==> config.mk <==
export PLATFORM = sky130hd
export DESIGN_NAME = mono_bitmap_blit_rotated_fb_unit_flat
export DESIGN_NICKNAME = d
export VERILOG_FILES = /design/src/hdl/mbb_pkg.sv /design/src/hdl/mbb_ifs.sv /design/src/hdl/mono_bitmap_blit_rotated_fb_unit.sv /design/src/hdl/mbb_front.sv /design/src/hdl/mbb_fifo.sv /design/src/hdl/mbb_back.sv /design/src/flat_wrapper.sv
export SDC_FILE = /design/constraint.sdc
export NUM_CORES = 1
export LEC_CHECK = 0
export BUFFER_PORTS_ARGS = -buffer_cell sky130_fd_sc_hd__buf_2
export CAP_MARGIN = 25
export CORE_MARGIN = 3
export CORE_UTILIZATION = 60
export DETAILED_ROUTE_END_ITERATION = 8
export PLACE_DENSITY = 0.77
export SYNTH_ARGS = -nofsm -noshare
export SYNTH_HDL_FRONTEND = slang
export SYNTH_SLANG_ARGS = --single-unit
==> constraint.sdc <==
create_clock -name clk -period 10.4 [get_ports clk]
set_input_delay 2.08 -clock clk [delete_from_list [all_inputs] [get_ports clk]]
set_output_delay 2.08 -clock clk [all_outputs]
set_load 0.02 [all_outputs]
==> src/hdl/mbb_pkg.sv <==
package mbb_pkg;

  localparam int ADDR_WIDTH_DEF = 32;
  localparam int QUEUE_DEPTH    = 4;
  localparam int CFG_IDX_W      = 3;
  localparam int CFG_DATA_W     = 32;

  // register indexes of the configuration port
  localparam logic [CFG_IDX_W-1:0] REG_FB_BASE       = 3'd0;
  localparam logic [CFG_IDX_W-1:0] REG_SCREEN_HEIGHT = 3'd1;
  localparam logic [CFG_IDX_W-1:0] REG_PIXEL_FORMAT  = 3'd2;
  localparam logic [CFG_IDX_W-1:0] REG_DRAW_COLOR    = 3'd3;
  localparam logic [CFG_IDX_W-1:0] REG_ORIGIN_X      = 3'd4;
  localparam logic [CFG_IDX_W-1:0] REG_ORIGIN_Y      = 3'd5;
  localparam logic [CFG_IDX_W-1:0] REG_BITMAP_WIDTH  = 3'd6;
  localparam logic [CFG_IDX_W-1:0] REG_BITMAP_HEIGHT = 3'd7;

  // pixel format codes
  localparam logic [2:0] FMT_RGBA8   = 3'd0;
  localparam logic [2:0] FMT_RGB8    = 3'd1;
  localparam logic [2:0] FMT_RGB565  = 3'd2;
  localparam logic [2:0] FMT_A1_RGB5 = 3'd3;
  localparam logic [2:0] FMT_RGBA4   = 3'd4;

  // bytes per pixel
  localparam logic [2:0] SIZE_2 = 3'd2;
  localparam logic [2:0] SIZE_3 = 3'd3;
  localparam logic [2:0] SIZE_4 = 3'd4;

  // reset values
  localparam logic [11:0] RST_SCREEN_HEIGHT = 12'd240;
  localparam logic [7:0]  RST_BITMAP_WIDTH  = 8'd8;
  localparam logic [7:0]  RST_BITMAP_HEIGHT = 8'd8;

  typedef struct packed {
    logic [31:0] fb_base;
    logic [11:0] screen_height;
    logic [2:0]  pixel_format;
    logic [31:0] draw_color;
    logic [11:0] origin_x;
    logic [11:0] origin_y;
    logic [7:0]  bitmap_width;
    logic [7:0]  bitmap_height;
  } cfg_t;

  // one classified bitmap byte: mask bit b is the pixel at column col_base + b
  typedef struct packed {
    logic [7:0] mask;
    logic [7:0] col_base;
    logic [7:0] row;
  } qent_t;

  function automatic logic [2:0] pixel_bytes(input logic [2:0] fmt);
    logic [2:0] sz;
    case (fmt) inside
      FMT_RGBA8:                          sz = SIZE_4;
      FMT_RGB565, FMT_A1_RGB5, FMT_RGBA4: sz = SIZE_2;
      default:                            sz = SIZE_3;
    endcase
    return sz;
  endfunction

endpackage

==> src/hdl/mbb_ifs.sv <==
interface mbb_in_if;
  logic       valid;
  logic       ready;
  logic [7:0] bitmap_byte;
  logic       first_byte;
  modport source (output valid, bitmap_byte, first_byte, input ready);
  modport sink   (input valid, bitmap_byte, first_byte, output ready);
endinterface

interface mbb_out_if;
  logic        valid;
  logic        ready;
  logic [31:0] write_address;
  logic [31:0] write_data;
  logic [2:0]  byte_count;
  logic        last;
  modport source (output valid, write_address, write_data, byte_count, last, input ready);
  modport sink   (input valid, write_address, write_data, byte_count, last, output ready);
endinterface

interface mbb_cfg_if;
  logic                            valid;
  logic                            ready;
  logic [mbb_pkg::CFG_IDX_W-1:0]   index;
  logic [mbb_pkg::CFG_DATA_W-1:0]  data;
  modport source (output valid, index, data, input ready);
  modport sink   (input valid, index, data, output ready);
endinterface

==> src/hdl/mono_bitmap_blit_rotated_fb_unit.sv <==
// channel   dir   payload                                            accepted when
// in_ch     in    bitmap_byte[7:0], first_byte                       valid && ready
// out_ch    out   write_address[31:0], write_data[31:0],
//                 byte_count[2:0], last                              valid && ready
// cfg_ch    in    index[2:0], data[31:0]                             valid && ready
//
// a bitmap byte gives one write word per pixel it draws (1 to 8), none if it draws nothing;
// one word leaves the back end's single write port per cycle unless the output stalls
// bytes pass a four-entry queue, the pixel picker, the address stages and the output
// word; the queue lets the front keep taking bytes while the back end works
// reset (rst_n low, synchronous) clears position, queue, pipeline and config defaults
// a stalled output word holds the whole back end; the front stalls only on a full queue
module mono_bitmap_blit_rotated_fb_unit #(
  parameter int ADDR_WIDTH = mbb_pkg::ADDR_WIDTH_DEF
) (
  input logic       clk,
  input logic       rst_n,
  mbb_in_if.sink    in_ch,
  mbb_out_if.source out_ch,
  mbb_cfg_if.sink   cfg_ch
);

  // configuration registers
  mbb_pkg::cfg_t cfg_r, cfg_nxt;

  // front to back queue
  logic           q_push, q_full, q_pop, q_empty;
  mbb_pkg::qent_t q_wdata, q_head;

  // config port never stalls
  assign cfg_ch.ready = 1'b1;

  always_comb begin
    cfg_nxt = cfg_r;
    if (cfg_ch.valid) begin
      case (cfg_ch.index)
        mbb_pkg::REG_FB_BASE:       cfg_nxt.fb_base       = cfg_ch.data;
        mbb_pkg::REG_SCREEN_HEIGHT: cfg_nxt.screen_height = cfg_ch.data[11:0];
        mbb_pkg::REG_PIXEL_FORMAT:  cfg_nxt.pixel_format  = cfg_ch.data[2:0];
        mbb_pkg::REG_DRAW_COLOR:    cfg_nxt.draw_color    = cfg_ch.data;
        mbb_pkg::REG_ORIGIN_X:      cfg_nxt.origin_x      = cfg_ch.data[11:0];
        mbb_pkg::REG_ORIGIN_Y:      cfg_nxt.origin_y      = cfg_ch.data[11:0];
        mbb_pkg::REG_BITMAP_WIDTH:  cfg_nxt.bitmap_width  = cfg_ch.data[7:0];
        mbb_pkg::REG_BITMAP_HEIGHT: cfg_nxt.bitmap_height = cfg_ch.data[7:0];
        default:                    cfg_nxt = cfg_r;
      endcase
    end
  end

  always_ff @(posedge clk) begin
    if (!rst_n) begin
      cfg_r.fb_base       <= '0;
      cfg_r.screen_height <= mbb_pkg::RST_SCREEN_HEIGHT;
      cfg_r.pixel_format  <= mbb_pkg::FMT_RGBA8;
      cfg_r.draw_color    <= '0;
      cfg_r.origin_x      <= '0;
      cfg_r.origin_y      <= '0;
      cfg_r.bitmap_width  <= mbb_pkg::RST_BITMAP_WIDTH;
      cfg_r.bitmap_height <= mbb_pkg::RST_BITMAP_HEIGHT;
    end else begin
      cfg_r <= cfg_nxt;
    end
  end

  // byte classification and bitmap position tracking
  mbb_front u_front (
    .clk    (clk),
    .rst_n  (rst_n),
    .cfg    (cfg_r),
    .in_ch  (in_ch),
    .q_full (q_full),
    .q_push (q_push),
    .q_data (q_wdata)
  );

  mbb_fifo u_fifo (
    .clk       (clk),
    .rst_n     (rst_n),
    .push      (q_push),
    .push_data (q_wdata),
    .full      (q_full),
    .pop       (q_pop),
    .empty     (q_empty),
    .head      (q_head)
  );

  // per-pixel address pipeline and output word
  mbb_back #(
    .ADDR_WIDTH (ADDR_WIDTH)
  ) u_back (
    .clk     (clk),
    .rst_n   (rst_n),
    .cfg     (cfg_r),
    .q_empty (q_empty),
    .q_head  (q_head),
    .q_pop   (q_pop),
    .out_ch  (out_ch)
  );

endmodule

==> src/hdl/mbb_front.sv <==
module mbb_front (
  input  logic           clk,
  input  logic           rst_n,
  input  mbb_pkg::cfg_t  cfg,
  mbb_in_if.sink         in_ch,
  input  logic           q_full,
  output logic           q_push,
  output mbb_pkg::qent_t q_data
);

  logic [4:0] bc_r, bc_nxt;
  logic [7:0] row_r, row_nxt;

  logic       acc;
  logic [4:0] bc0;
  logic [7:0] row0;
  logic       skip;
  logic [7:0] mask;
  logic [7:0] col;
  logic [5:0] row_bytes;
  logic [4:0] bc_inc;
  logic [7:0] row_inc;

  assign in_ch.ready = !q_full;
  assign acc  = in_ch.valid && in_ch.ready;
  assign bc0  = in_ch.first_byte ? 5'd0 : bc_r;
  assign row0 = in_ch.first_byte ? 8'd0 : row_r;
  assign skip = (cfg.bitmap_width == 8'd0) || (cfg.bitmap_height == 8'd0)
             || (row0 >= cfg.bitmap_height);
  assign row_bytes = 6'(({1'b0, cfg.bitmap_width} + 9'd7) >> 3);
  assign bc_inc  = bc0 + 5'd1;
  assign row_inc = row0 + 8'd1;

  // bit b of the mask is the pixel b places right of the byte's left edge
  always_comb begin
    mask = '0;
    col  = '0;
    for (int b = 0; b < 8; b++) begin
      col     = {bc0, 3'(b)};
      mask[b] = in_ch.bitmap_byte[7-b] && (col < cfg.bitmap_width);
    end
  end

  always_comb begin
    bc_nxt  = bc_r;
    row_nxt = row_r;
    if (acc) begin
      bc_nxt  = bc0;
      row_nxt = row0;
      if (!skip) begin
        if (({1'b0, bc_inc} >= row_bytes) || (bc_inc == 5'd0)) begin
          bc_nxt  = 5'd0;
          // row counter sticks at the top instead of wrapping to row 0
          row_nxt = (row_inc == 8'd0) ? 8'hFF : row_inc;
        end else begin
          bc_nxt = bc_inc;
        end
      end
    end
  end

  assign q_push          = acc && !skip && (mask != 8'd0);
  assign q_data.mask     = mask;
  assign q_data.col_base = {bc0, 3'd0};
  assign q_data.row      = row0;

  always_ff @(posedge clk) begin
    if (!rst_n) begin
      bc_r  <= '0;
      row_r <= '0;
    end else begin
      bc_r  <= bc_nxt;
      row_r <= row_nxt;
    end
  end

endmodule

==> src/hdl/mbb_fifo.sv <==
module mbb_fifo (
  input  logic           clk,
  input  logic           rst_n,
  input  logic           push,
  input  mbb_pkg::qent_t push_data,
  output logic           full,
  input  logic           pop,
  output logic           empty,
  output mbb_pkg::qent_t head
);

  localparam int D  = mbb_pkg::QUEUE_DEPTH;
  localparam int PW = (D > 1) ? $clog2(D) : 1;
  localparam int CW = $clog2(D + 1);
  localparam logic [PW-1:0] LAST_PTR = PW'(D - 1);

  mbb_pkg::qent_t mem_r [D];
  logic [PW-1:0]  wr_ptr_r, rd_ptr_r;
  logic [CW-1:0]  cnt_r;
  logic           do_push, do_pop;

  assign full    = (cnt_r == CW'(D));
  assign empty   = (cnt_r == '0);
  assign head    = mem_r[rd_ptr_r];
  assign do_push = push && !full;
  assign do_pop  = pop && !empty;

  always_ff @(posedge clk) begin
    if (do_push) begin
      mem_r[wr_ptr_r] <= push_data;
    end
  end

  always_ff @(posedge clk) begin
    if (!rst_n) begin
      wr_ptr_r <= '0;
      rd_ptr_r <= '0;
      cnt_r    <= '0;
    end else begin
      if (do_push) begin
        wr_ptr_r <= (wr_ptr_r == LAST_PTR) ? '0 : wr_ptr_r + PW'(1);
      end
      if (do_pop) begin
        rd_ptr_r <= (rd_ptr_r == LAST_PTR) ? '0 : rd_ptr_r + PW'(1);
      end
      case ({do_push, do_pop})
        2'b10:   cnt_r <= cnt_r + CW'(1);
        2'b01:   cnt_r <= cnt_r - CW'(1);
        default: cnt_r <= cnt_r;
      endcase
    end
  end

endmodule

==> src/hdl/mbb_back.sv <==
module mbb_back #(
  parameter int ADDR_WIDTH = mbb_pkg::ADDR_WIDTH_DEF
) (
  input  logic           clk,
  input  logic           rst_n,
  input  mbb_pkg::cfg_t  cfg,
  input  logic           q_empty,
  input  mbb_pkg::qent_t q_head,
  output logic           q_pop,
  mbb_out_if.source      out_ch
);

  localparam int AW = ADDR_WIDTH;

  // whole pipeline moves together; it holds only while the output word waits
  logic en;

  // pixel picker
  logic [7:0] cur_mask_r, cur_mask_nxt;
  logic [7:0] cur_col_r, cur_col_nxt;
  logic [7:0] cur_row_r, cur_row_nxt;
  logic       has;
  logic [2:0] pick;
  logic [7:0] rest;

  // stage 1: screen coordinates
  logic        s1_valid_r;
  logic [12:0] s1_px_r, s1_py_r;
  logic        s1_last_r;
  // stage 2: column offset product and row offset
  logic        s2_valid_r;
  logic [24:0] s2_prod_r;
  logic [AW-1:0] s2_off_r;
  logic        s2_last_r;
  // stage 3: pixel index
  logic        s3_valid_r;
  logic [AW-1:0] s3_idx_r;
  logic        s3_last_r;
  // stage 4: byte offset
  logic        s4_valid_r;
  logic [AW-1:0] s4_ofs_r;
  logic        s4_last_r;
  // output word
  logic        o_valid_r;
  logic [31:0] o_addr_r;
  logic [31:0] o_data_r;
  logic [2:0]  o_cnt_r;
  logic        o_last_r;

  logic [2:0]    size;
  logic [31:0]   color;
  logic [AW-1:0] scaled;

  assign en   = !o_valid_r || out_ch.ready;
  assign has  = (cur_mask_r != 8'd0);
  assign size = mbb_pkg::pixel_bytes(cfg.pixel_format);

  // leftmost pending pixel first
  always_comb begin
    pick = 3'd0;
    for (int b = 7; b >= 0; b--) begin
      if (cur_mask_r[b]) begin
        pick = 3'(b);
      end
    end
  end

  assign rest = has ? (cur_mask_r & ~(8'd1 << pick)) : 8'd0;

  always_comb begin
    cur_mask_nxt = cur_mask_r;
    cur_col_nxt  = cur_col_r;
    cur_row_nxt  = cur_row_r;
    q_pop        = 1'b0;
    if (en || !has) begin
      if (rest == 8'd0 && !q_empty) begin
        cur_mask_nxt = q_head.mask;
        cur_col_nxt  = q_head.col_base;
        cur_row_nxt  = q_head.row;
        q_pop        = 1'b1;
      end else begin
        cur_mask_nxt = rest;
      end
    end
  end

  always_comb begin
    case (size)
      mbb_pkg::SIZE_4: scaled = s3_idx_r << 2;
      mbb_pkg::SIZE_2: scaled = s3_idx_r << 1;
      default:         scaled = (s3_idx_r << 1) + s3_idx_r;
    endcase
  end

  always_comb begin
    case (size)
      mbb_pkg::SIZE_4: color = cfg.draw_color;
      mbb_pkg::SIZE_2: color = {16'd0, cfg.draw_color[15:0]};
      default:         color = {8'd0, cfg.draw_color[23:0]};
    endcase
  end

  always_ff @(posedge clk) begin
    if (!rst_n) begin
      cur_mask_r <= '0;
      s1_valid_r <= 1'b0;
      s2_valid_r <= 1'b0;
      s3_valid_r <= 1'b0;
      s4_valid_r <= 1'b0;
      o_valid_r  <= 1'b0;
    end else begin
      cur_mask_r <= cur_mask_nxt;
      if (en) begin
        s1_valid_r <= has;
        s2_valid_r <= s1_valid_r;
        s3_valid_r <= s2_valid_r;
        s4_valid_r <= s3_valid_r;
        o_valid_r  <= s4_valid_r;
      end
    end
  end

  always_ff @(posedge clk) begin
    cur_col_r <= cur_col_nxt;
    cur_row_r <= cur_row_nxt;
    if (en) begin
      s1_px_r   <= 13'(cfg.origin_x) + 13'({cur_col_r[7:3], pick});
      s1_py_r   <= 13'(cfg.origin_y) + 13'(cur_row_r);
      s1_last_r <= (rest == 8'd0);

      s2_prod_r <= 25'(s1_px_r) * 25'(cfg.screen_height);
      s2_off_r  <= AW'(cfg.screen_height) - AW'(1) - AW'(s1_py_r);
      s2_last_r <= s1_last_r;

      s3_idx_r  <= AW'(s2_prod_r) + s2_off_r;
      s3_last_r <= s2_last_r;

      s4_ofs_r  <= scaled;
      s4_last_r <= s3_last_r;

      o_addr_r  <= 32'(AW'(cfg.fb_base) + s4_ofs_r);
      o_data_r  <= color;
      o_cnt_r   <= size;
      o_last_r  <= s4_last_r;
    end
  end

  assign out_ch.valid         = o_valid_r;
  assign out_ch.write_address = o_addr_r;
  assign out_ch.write_data    = o_data_r;
  assign out_ch.byte_count    = o_cnt_r;
  assign out_ch.last          = o_last_r;

endmodule

==> src/flat_wrapper.sv <==
// flat-port wrapper written by rule: the top's interface ports become plain ports
module mono_bitmap_blit_rotated_fb_unit_flat 
#(
  parameter int ADDR_WIDTH = mbb_pkg::ADDR_WIDTH_DEF
)
  (clk, rst_n, in_ch_valid, in_ch_bitmap_byte, in_ch_first_byte, in_ch_ready, out_ch_valid, out_ch_write_address, out_ch_write_data, out_ch_byte_count, out_ch_last, out_ch_ready, cfg_ch_valid, cfg_ch_index, cfg_ch_data, cfg_ch_ready);
  mbb_in_if in_ch_i ();
  mbb_out_if out_ch_i ();
  mbb_cfg_if cfg_ch_i ();
  input logic clk;
  input logic rst_n;
  input wire logic [$bits(in_ch_i.valid)-1:0] in_ch_valid;
  input wire logic [$bits(in_ch_i.bitmap_byte)-1:0] in_ch_bitmap_byte;
  input wire logic [$bits(in_ch_i.first_byte)-1:0] in_ch_first_byte;
  output wire logic [$bits(in_ch_i.ready)-1:0] in_ch_ready;
  output wire logic [$bits(out_ch_i.valid)-1:0] out_ch_valid;
  output wire logic [$bits(out_ch_i.write_address)-1:0] out_ch_write_address;
  output wire logic [$bits(out_ch_i.write_data)-1:0] out_ch_write_data;
  output wire logic [$bits(out_ch_i.byte_count)-1:0] out_ch_byte_count;
  output wire logic [$bits(out_ch_i.last)-1:0] out_ch_last;
  input wire logic [$bits(out_ch_i.ready)-1:0] out_ch_ready;
  input wire logic [$bits(cfg_ch_i.valid)-1:0] cfg_ch_valid;
  input wire logic [$bits(cfg_ch_i.index)-1:0] cfg_ch_index;
  input wire logic [$bits(cfg_ch_i.data)-1:0] cfg_ch_data;
  output wire logic [$bits(cfg_ch_i.ready)-1:0] cfg_ch_ready;
  assign in_ch_i.valid = in_ch_valid;
  assign in_ch_i.bitmap_byte = in_ch_bitmap_byte;
  assign in_ch_i.first_byte = in_ch_first_byte;
  assign in_ch_ready = in_ch_i.ready;
  assign out_ch_valid = out_ch_i.valid;
  assign out_ch_write_address = out_ch_i.write_address;
  assign out_ch_write_data = out_ch_i.write_data;
  assign out_ch_byte_count = out_ch_i.byte_count;
  assign out_ch_last = out_ch_i.last;
  assign out_ch_i.ready = out_ch_ready;
  assign cfg_ch_i.valid = cfg_ch_valid;
  assign cfg_ch_i.index = cfg_ch_index;
  assign cfg_ch_i.data = cfg_ch_data;
  assign cfg_ch_ready = cfg_ch_i.ready;
  mono_bitmap_blit_rotated_fb_unit #(.ADDR_WIDTH(ADDR_WIDTH)) u_core (.clk(clk), .rst_n(rst_n), .in_ch(in_ch_i), .out_ch(out_ch_i), .cfg_ch(cfg_ch_i));
endmodule
==> Word-level counts from Yosys, hierarchy flattened <==
Memories as Yosys holds them, arrays and structs flattened. A register that Yosys moved wholly into a read port is not among the register bits.
Cells that the tools add are included.
{ "classes": {"n_lt_le_gt_ge": 10, "eq_ne": 17, "muxes": 30, "n_mul": 1, "addsub": 14, "reduce_logical": 45, "bitwise": 2, "shift": 1} }
{ "ops": {"columns": ["operator", "count"], "rows": [
  ["$pmux 32 s2", 2],
  ["$add 32x32->32", 2],
  ["$lt 8x8->1", 8],
  ["$mux 8", 6],
  ["$add 25x32->32", 1],
  ["$logic_not 8->1", 4],
  ["$mux 3", 9],
  ["$add 12x8->13", 2],
  ["$mul 13x12->25", 1],
  ["$eq 3x3->1 const B", 7],
  ["$reduce_and 2->1", 9],
  ["$reduce_bool 8->1", 2],
  ["$eq 3x2->1 const B", 5],
  ["$mux 5", 3],
  ["$sub 13x14->15", 1],
  ["$logic_and 1x1->1", 14],
  ["$sub 12x1->13 const B", 1],
  ["$add 8x3->9 const B", 1],
  ["$logic_not 3->1", 3],
  ["$add 8x1->8 const B", 1],
  ["$and 8x8->8", 1],
  ["$ge 8x8->1", 1],
  ["$mux 2", 4],
  ["$not 8->8", 1],
  ["other kinds (16)", 31]
]} }
{ "word_totals": {"ramBits": 84, "inputBits": 49, "mem_count": 1, "regBits": 387, "word_cells": 156} }
{ "memory_table": {"columns": ["name", "words", "width", "read_ports", "rd_ports_with_merged_regs", "write_ports", "line", "source"], "rows": [
  ["u_core.u_fifo.mem_r", 4, 21, 1, 1, 1, "mbb_fifo.sv:17", "mbb_pkg::qent_t mem_r [D];"]
]} }

==> Longest topological paths before layout <==
{ "depth": {"depth_word": 19, "depth_mapped": 23} }

==> Hierarchy <==
From an unflattened synthesis, not the netlist that was laid out.
{ "hier_totals": {"cells_unflattened": 2709, "hier_area_um2": 28632.5} }
{ "modules_own_cells": {"columns": ["module", "cells_each", "instances", "seq_area_each_um2", "area_per_inst_um2"], "rows": [
  ["mbb_back", 1861, 1, 6716.4, 18446.4],
  ["mono_bitmap_blit_rotated_fb_unit", 437, 1, 2382.3, 4483.0],
  ["mbb_fifo", 182, 1, 3062.9, 3997.6],
  ["mbb_front", 229, 1, 260.2, 1705.4]
]} }

==> Least setup slack after synthesis <==
Ideal clock, no wire load.
{ "synth_path": {"path_kind": "input port to flip-flop", "startpoint": "input port out_ch_ready", "endpoint": "register u_core.u_fifo.cnt_r[2]", "arrival_ns": 9.020, "setup_ns": 0.070, "stages": 11, "slack_ns": 1.309, "t_required_ns": 10.330, "cell_sequence": "nor2b_1 > clkinv_1 > nor2_1 > nor3b_1 > buf_2 > ha_1 > inv_1 > fa_1 > xor2_1 > or3_1 > a21oi_1"} }
{ "synth_between": {"elab_chain_cells": 6, "elab_cells_between_ends": 8} }
{ "synth_lines": {"columns": ["item", "line", "source"], "rows": [
  ["start: declaration", "flat_wrapper.sv:21", "input wire logic [$bits(out_ch_i.ready)-1:0] out_ch_ready;"],
  ["$logic_or 1x1->1 *", "mbb_back.sv:54", "assign en = !o_valid_r || out_ch.ready;"],
  ["named net u_core.u_back.en", "mbb_back.sv:16", "logic en;"],
  ["$logic_or 1x1->1 *", "mbb_back.sv:75", "if (en || !has) begin"],
  ["$mux 1 *", "mbb_back.sv:75", null],
  ["$logic_and 1x1->1 *", "mbb_fifo.sv:26", "assign do_pop = pop && !empty;"],
  ["named net u_core.u_fifo.do_pop", "mbb_fifo.sv:20", "logic do_push, do_pop;"],
  ["$eq 2x1->1 / $eq 2x2->1 (equally long branches)", "mbb_fifo.sv:46", "case ({do_push, do_pop})"],
  ["$pmux 3 s2 / $reduce_bool 2->1 (equally long branches)", null, null],
  ["end signal: assignment", "mbb_fifo.sv:47", "2'b10: cnt_r <= cnt_r + CW'(1);"],
  ["end signal: assignment", "mbb_fifo.sv:48", "2'b01: cnt_r <= cnt_r - CW'(1);"],
  ["end signal: assignment", "mbb_fifo.sv:49", "default: cnt_r <= cnt_r;"],
  ["end: declaration", "mbb_fifo.sv:19", "logic [CW-1:0] cnt_r;"]
]} }
Mark *: on every way through the listed nets, which the timed path passes. The rest lies on a longest branch.
A chain may end at the register's enable or synchronous reset.

==> Final worst setup path <==
{ "layout_path": {"startpoint": "register u_core.cfg_r[83] in the netlist's numbering", "endpoint": "register u_core.u_back.s2_prod_r[23] (data pin)"} }
{ "layout_between": {"elab_chain_cells": 1} }
{ "layout_lines": {"columns": ["item", "line", "source"], "rows": [
  ["start: declaration", "mono_bitmap_blit_rotated_fb_unit.sv:24", "mbb_pkg::cfg_t cfg_r, cfg_nxt;"],
  ["start signal: assignment", "mono_bitmap_blit_rotated_fb_unit.sv:61", "cfg_r <= cfg_nxt;"],
  ["$mul 13x12->25", "mbb_back.sv:131", "s2_prod_r <= 25'(s1_px_r) * 25'(cfg.screen_height);"],
  ["end signal: assignment", "mbb_back.sv:131", null],
  ["end: declaration", "mbb_back.sv:32", "logic [24:0] s2_prod_r;"]
]} }
No other way between the ends.

==> out/results.txt <==
Peak fanout along the critical path: 18
Post-Synthesis Cells: 2,751
Final hold violation count: 0
Worst rel slew slack: 0.373
Clock sinks: 453
CP endpoint kind: flip-flop
Switching Fraction: 0.403
IO buf count: 118
Post-layout util: 0.667
WS Path Type: reg2reg
Ys Warns: 0
Post-Syn Area per Cell: 10.1 µm²
Yosys top cell area share: 0.325
Hold WC Path Type: reg2reg
Setup-failing EPs final: 0
Diode count: 0
Top cell by count, worst path: fa_1
Multi-input gate area: 14,300 µm²
Root buf cell: clkbuf_16
Die area: 48,700 µm²
Critical Path Source: u_core.cfg_r[83]
Final Max Slew Viols: 0
Drt first pass iters: 7
Hold path start: u_core.u_back.s3_last_r
Initial Util: 0.608
Die H: 221 µm
Initial antenna violation count: 0
# nets final: 3,210
First-pass GRT wire length: 104 mm
Placement Setup Slack: 4.48 ns
Global-route usage over all layers: 0.268
Asr flop ratio synth: 0
Fin crit share: 0.565
Setup WS post-layout: 4.52 ns
I/O pin total: 120
Detail Placement HPWL: 47.4 mm
Vias per cell: 5.88
Fmax: 170 MHz
Max incr delay on CP: 0.72 ns
Worst-margin pin slew: 0.938 ns
Number of flops mapped to enable cells by yosys: 299
Die width: 221 µm
Power Dens Cells: 301 nW/µm²
Htree depth: 2
Routed met3 length: 4.04 mm
R2r startpoint: u_core.cfg_r[83]
Syn nets: 3,126
Setup bufs post-CTS: 0
Vias in the first global route: 20,300
P_leak: 0.0132 µW
Area Overhead vs Synth: 9.70%
Crit start category: flip-flop
Number of synthesized register bits: 453
Max Used Layer: met4
Maximum vdd drop: 0.254 mV
Register Area: 12,100 µm²
Gates resized, CTS repair: 0
Int Power: 5440 µW
DRC viols: 0
# hold bufs at CTS: 0
CP required: 10.78 ns
Main flop type after synthesis: edfxtp_1
Largest cells by area after synthesis: edfxtp_1 32%, dfxtp_1 11%, ha_1 9.5%
Row count: 78
Setup TNS: 0 ns
Clock Power Share: 0.178
P_sw: 3680 µW
Clock Tree Buf Depth: 3
MaxCap Viol Count: 0
Synth unique cells: 79
Cell Chain, Critical Path: nand2_1 -> fa_1 -> inv_1 -> fa_1 -> fa_1 -> fa_1 -> inv_1 -> fa_1 -> inv_1 -> ha_1 -> a21o_1 -> a21o_1 -> a21oi_1 -> o21ai_1 -> a211o_1 -> a211oi_1 -> nor2_1 -> o311ai_1
Largest net degree at the start of global routing: 129
Metal2 WL: 32.1 mm
Synth Cell Area: 27,700 µm²
Slowest CP cell: dfxtp_1
Worst EP arrival: 6.26 ns
Sequential cell area fraction in the yosys report: 0.436
Final Critical Period: 5.88 ns
Total grt overflow: 0
Combinational power share: 0.508
Final Power: 9120 µW
Clk_skew: 0.0317 ns
Final ANT Viol Nets: 0
Outcome: completed
CTS tree: yes
Worst skew pair latency: 0.59 ns
GP Congestion: 0.930
Post-route cell area: 30,300 µm²
Via count: 20,400
Core area: 45,500 µm²
FILL cells: 3,540
Total CTS buffers: 46
Total Routed Length: 65.1 mm
Clock Pin Slew Worst Setup and Hold Paths: 0.06 ns
Flop pwr share: 0.314
Leading area contributor after synthesis: edfxtp_1
Drt first-iter violations: 1,762
M1 wire length: 26.3 mm
Drt wl/cell: 18.7 µm
RSZ-0062 raised after global routing: no
Layout cell share with drive strength beyond 1: 0.0884
Post-place instance area: 28,800 µm²
## worst max-delay path: cells and delay by family, from the launching register on
family / cells / cell delay, ns
adders and majority gates: 6 / 3.01
and+or+nand+nor: 2 / 0.27
buffers and inverters: 3 / 0.14
AOI/OAI and AO/OA: 7 / 1.54
DFF: 1 / 0.72
## cells by family after synthesis
kind of cell    count (synthesis)  synth area share
compound gates                565             0.127
xor+xnor                      145            0.0459
fa+ha+maj                     326             0.179
buf+inv                       343            0.0470
flops                         453             0.436
mux                            30            0.0204
other cells                     1          0.000136
simple gates                  888             0.145
## stage by stage
step,instances,hold WS (ns)
floorplan,2751,0.400
global placement,3384,0.402
detailed placement,3386,0.405
CTS,3472,0.420
global route,3473,0.438
finish,3473,0.421
## area by class of cell
type / count / share of cell area
Tap cell: 600 / 0.0247
Timing Repair Buffer: 136 / 0.0254
Sequential cell: 453 / 0.397
Clock inverter: 26 / 0.00701
Inverter: 243 / 0.0304
Multi-Input combinational cell: 1955 / 0.472
Clock buffer: 60 / 0.0428
## power groups by stage
stage	sequential [µW]	clock, µW	combinational (µW)
detailed placement	2890	0	4580
global placement	2880	0	4380
floorplan	2840	0	3550
global route	2910	1720	5240
CTS	2860	1650	4620
finish	2860	1620	4630
## state kept, by name, summed over array words and instances, names as in the netlist, 2 cells and up, named ones only
signal	flops
u_core.u_back.s1_py_r	13
u_core.u_fifo.rd_ptr_r	2
u_core.u_front.row_r	8
u_core.u_back.cur_row_r	8
u_core.u_back.s1_px_r	13
u_core.u_fifo.wr_ptr_r	2
u_core.u_back.s2_prod_r	25
u_core.u_fifo.cnt_r	3
u_core.u_back.cur_col_r	5
u_core.u_back.out_ch.write_address	32
u_core.u_back.out_ch.byte_count	3
u_core.u_fifo.mem_r	84
u_core.u_back.s3_idx_r	32
u_core.u_front.bc_r	5
u_core.u_back.out_ch.write_data	32
u_core.cfg_r	119
u_core.u_back.cur_mask_r	8
u_core.u_back.s2_off_r	15
u_core.u_back.s4_ofs_r	32
## per-layer routing
layer,GRT usage,up-vias
met4,0.112,0
li1,-,9651
met2,0.460,701
met3,0.0365,148
met5,0,-
met1,0.344,9935
## worst paths after layout
check | cells past startpoint | end | slack (ns)
max | 18 | u_core.u_back.s2_prod_r[23] | 4.52
max reg2reg | 18 | u_core.u_back.s2_prod_r[23] | 4.52
min reg2reg | 0 | u_core.u_back.s4_last_r | 0.42
min | 0 | u_core.u_back.s4_last_r | 0.42
## cells in the mapped netlist (all sizes together) (8+ instances only)
cell type	number
nand2	467
edfxtp	299
inv	241
a21oi	236
ha	209
dfxtp	154
nor2	140
fa	117
o21ai	93
xnor2	90
clkbuf	88
and2	79
a21o	73
xor2	55
nor2b	35
nand3	32
nor3	31
and3	28
nand2b	28
a31oi	25
o21a	22
mux4	21
a211oi	16
o211ai	16
or3	15
buf	12
o21bai	10
mux2i	9
nand4	9
a21boi	8
nor4	8
## cells in the final DEF, fill, tap and decap left out, types with 90 or more instances in the layout
| master | Yosys | routed |
|---|---|---|
| ha_1 | 209 | 209 |
| nand2_1 | 467 | 467 |
| buf_2 | 3 | 118 |
| nor2_1 | 140 | 139 |
| inv_1 | 239 | 239 |
| edfxtp_1 | 299 | 299 |
| dfxtp_1 | 154 | 154 |
| a21oi_1 | 236 | 236 |
| xnor2_1 | 90 | 90 |
| fa_1 | 117 | 117 |
Note: power is estimated with default switching activity, not from simulation.
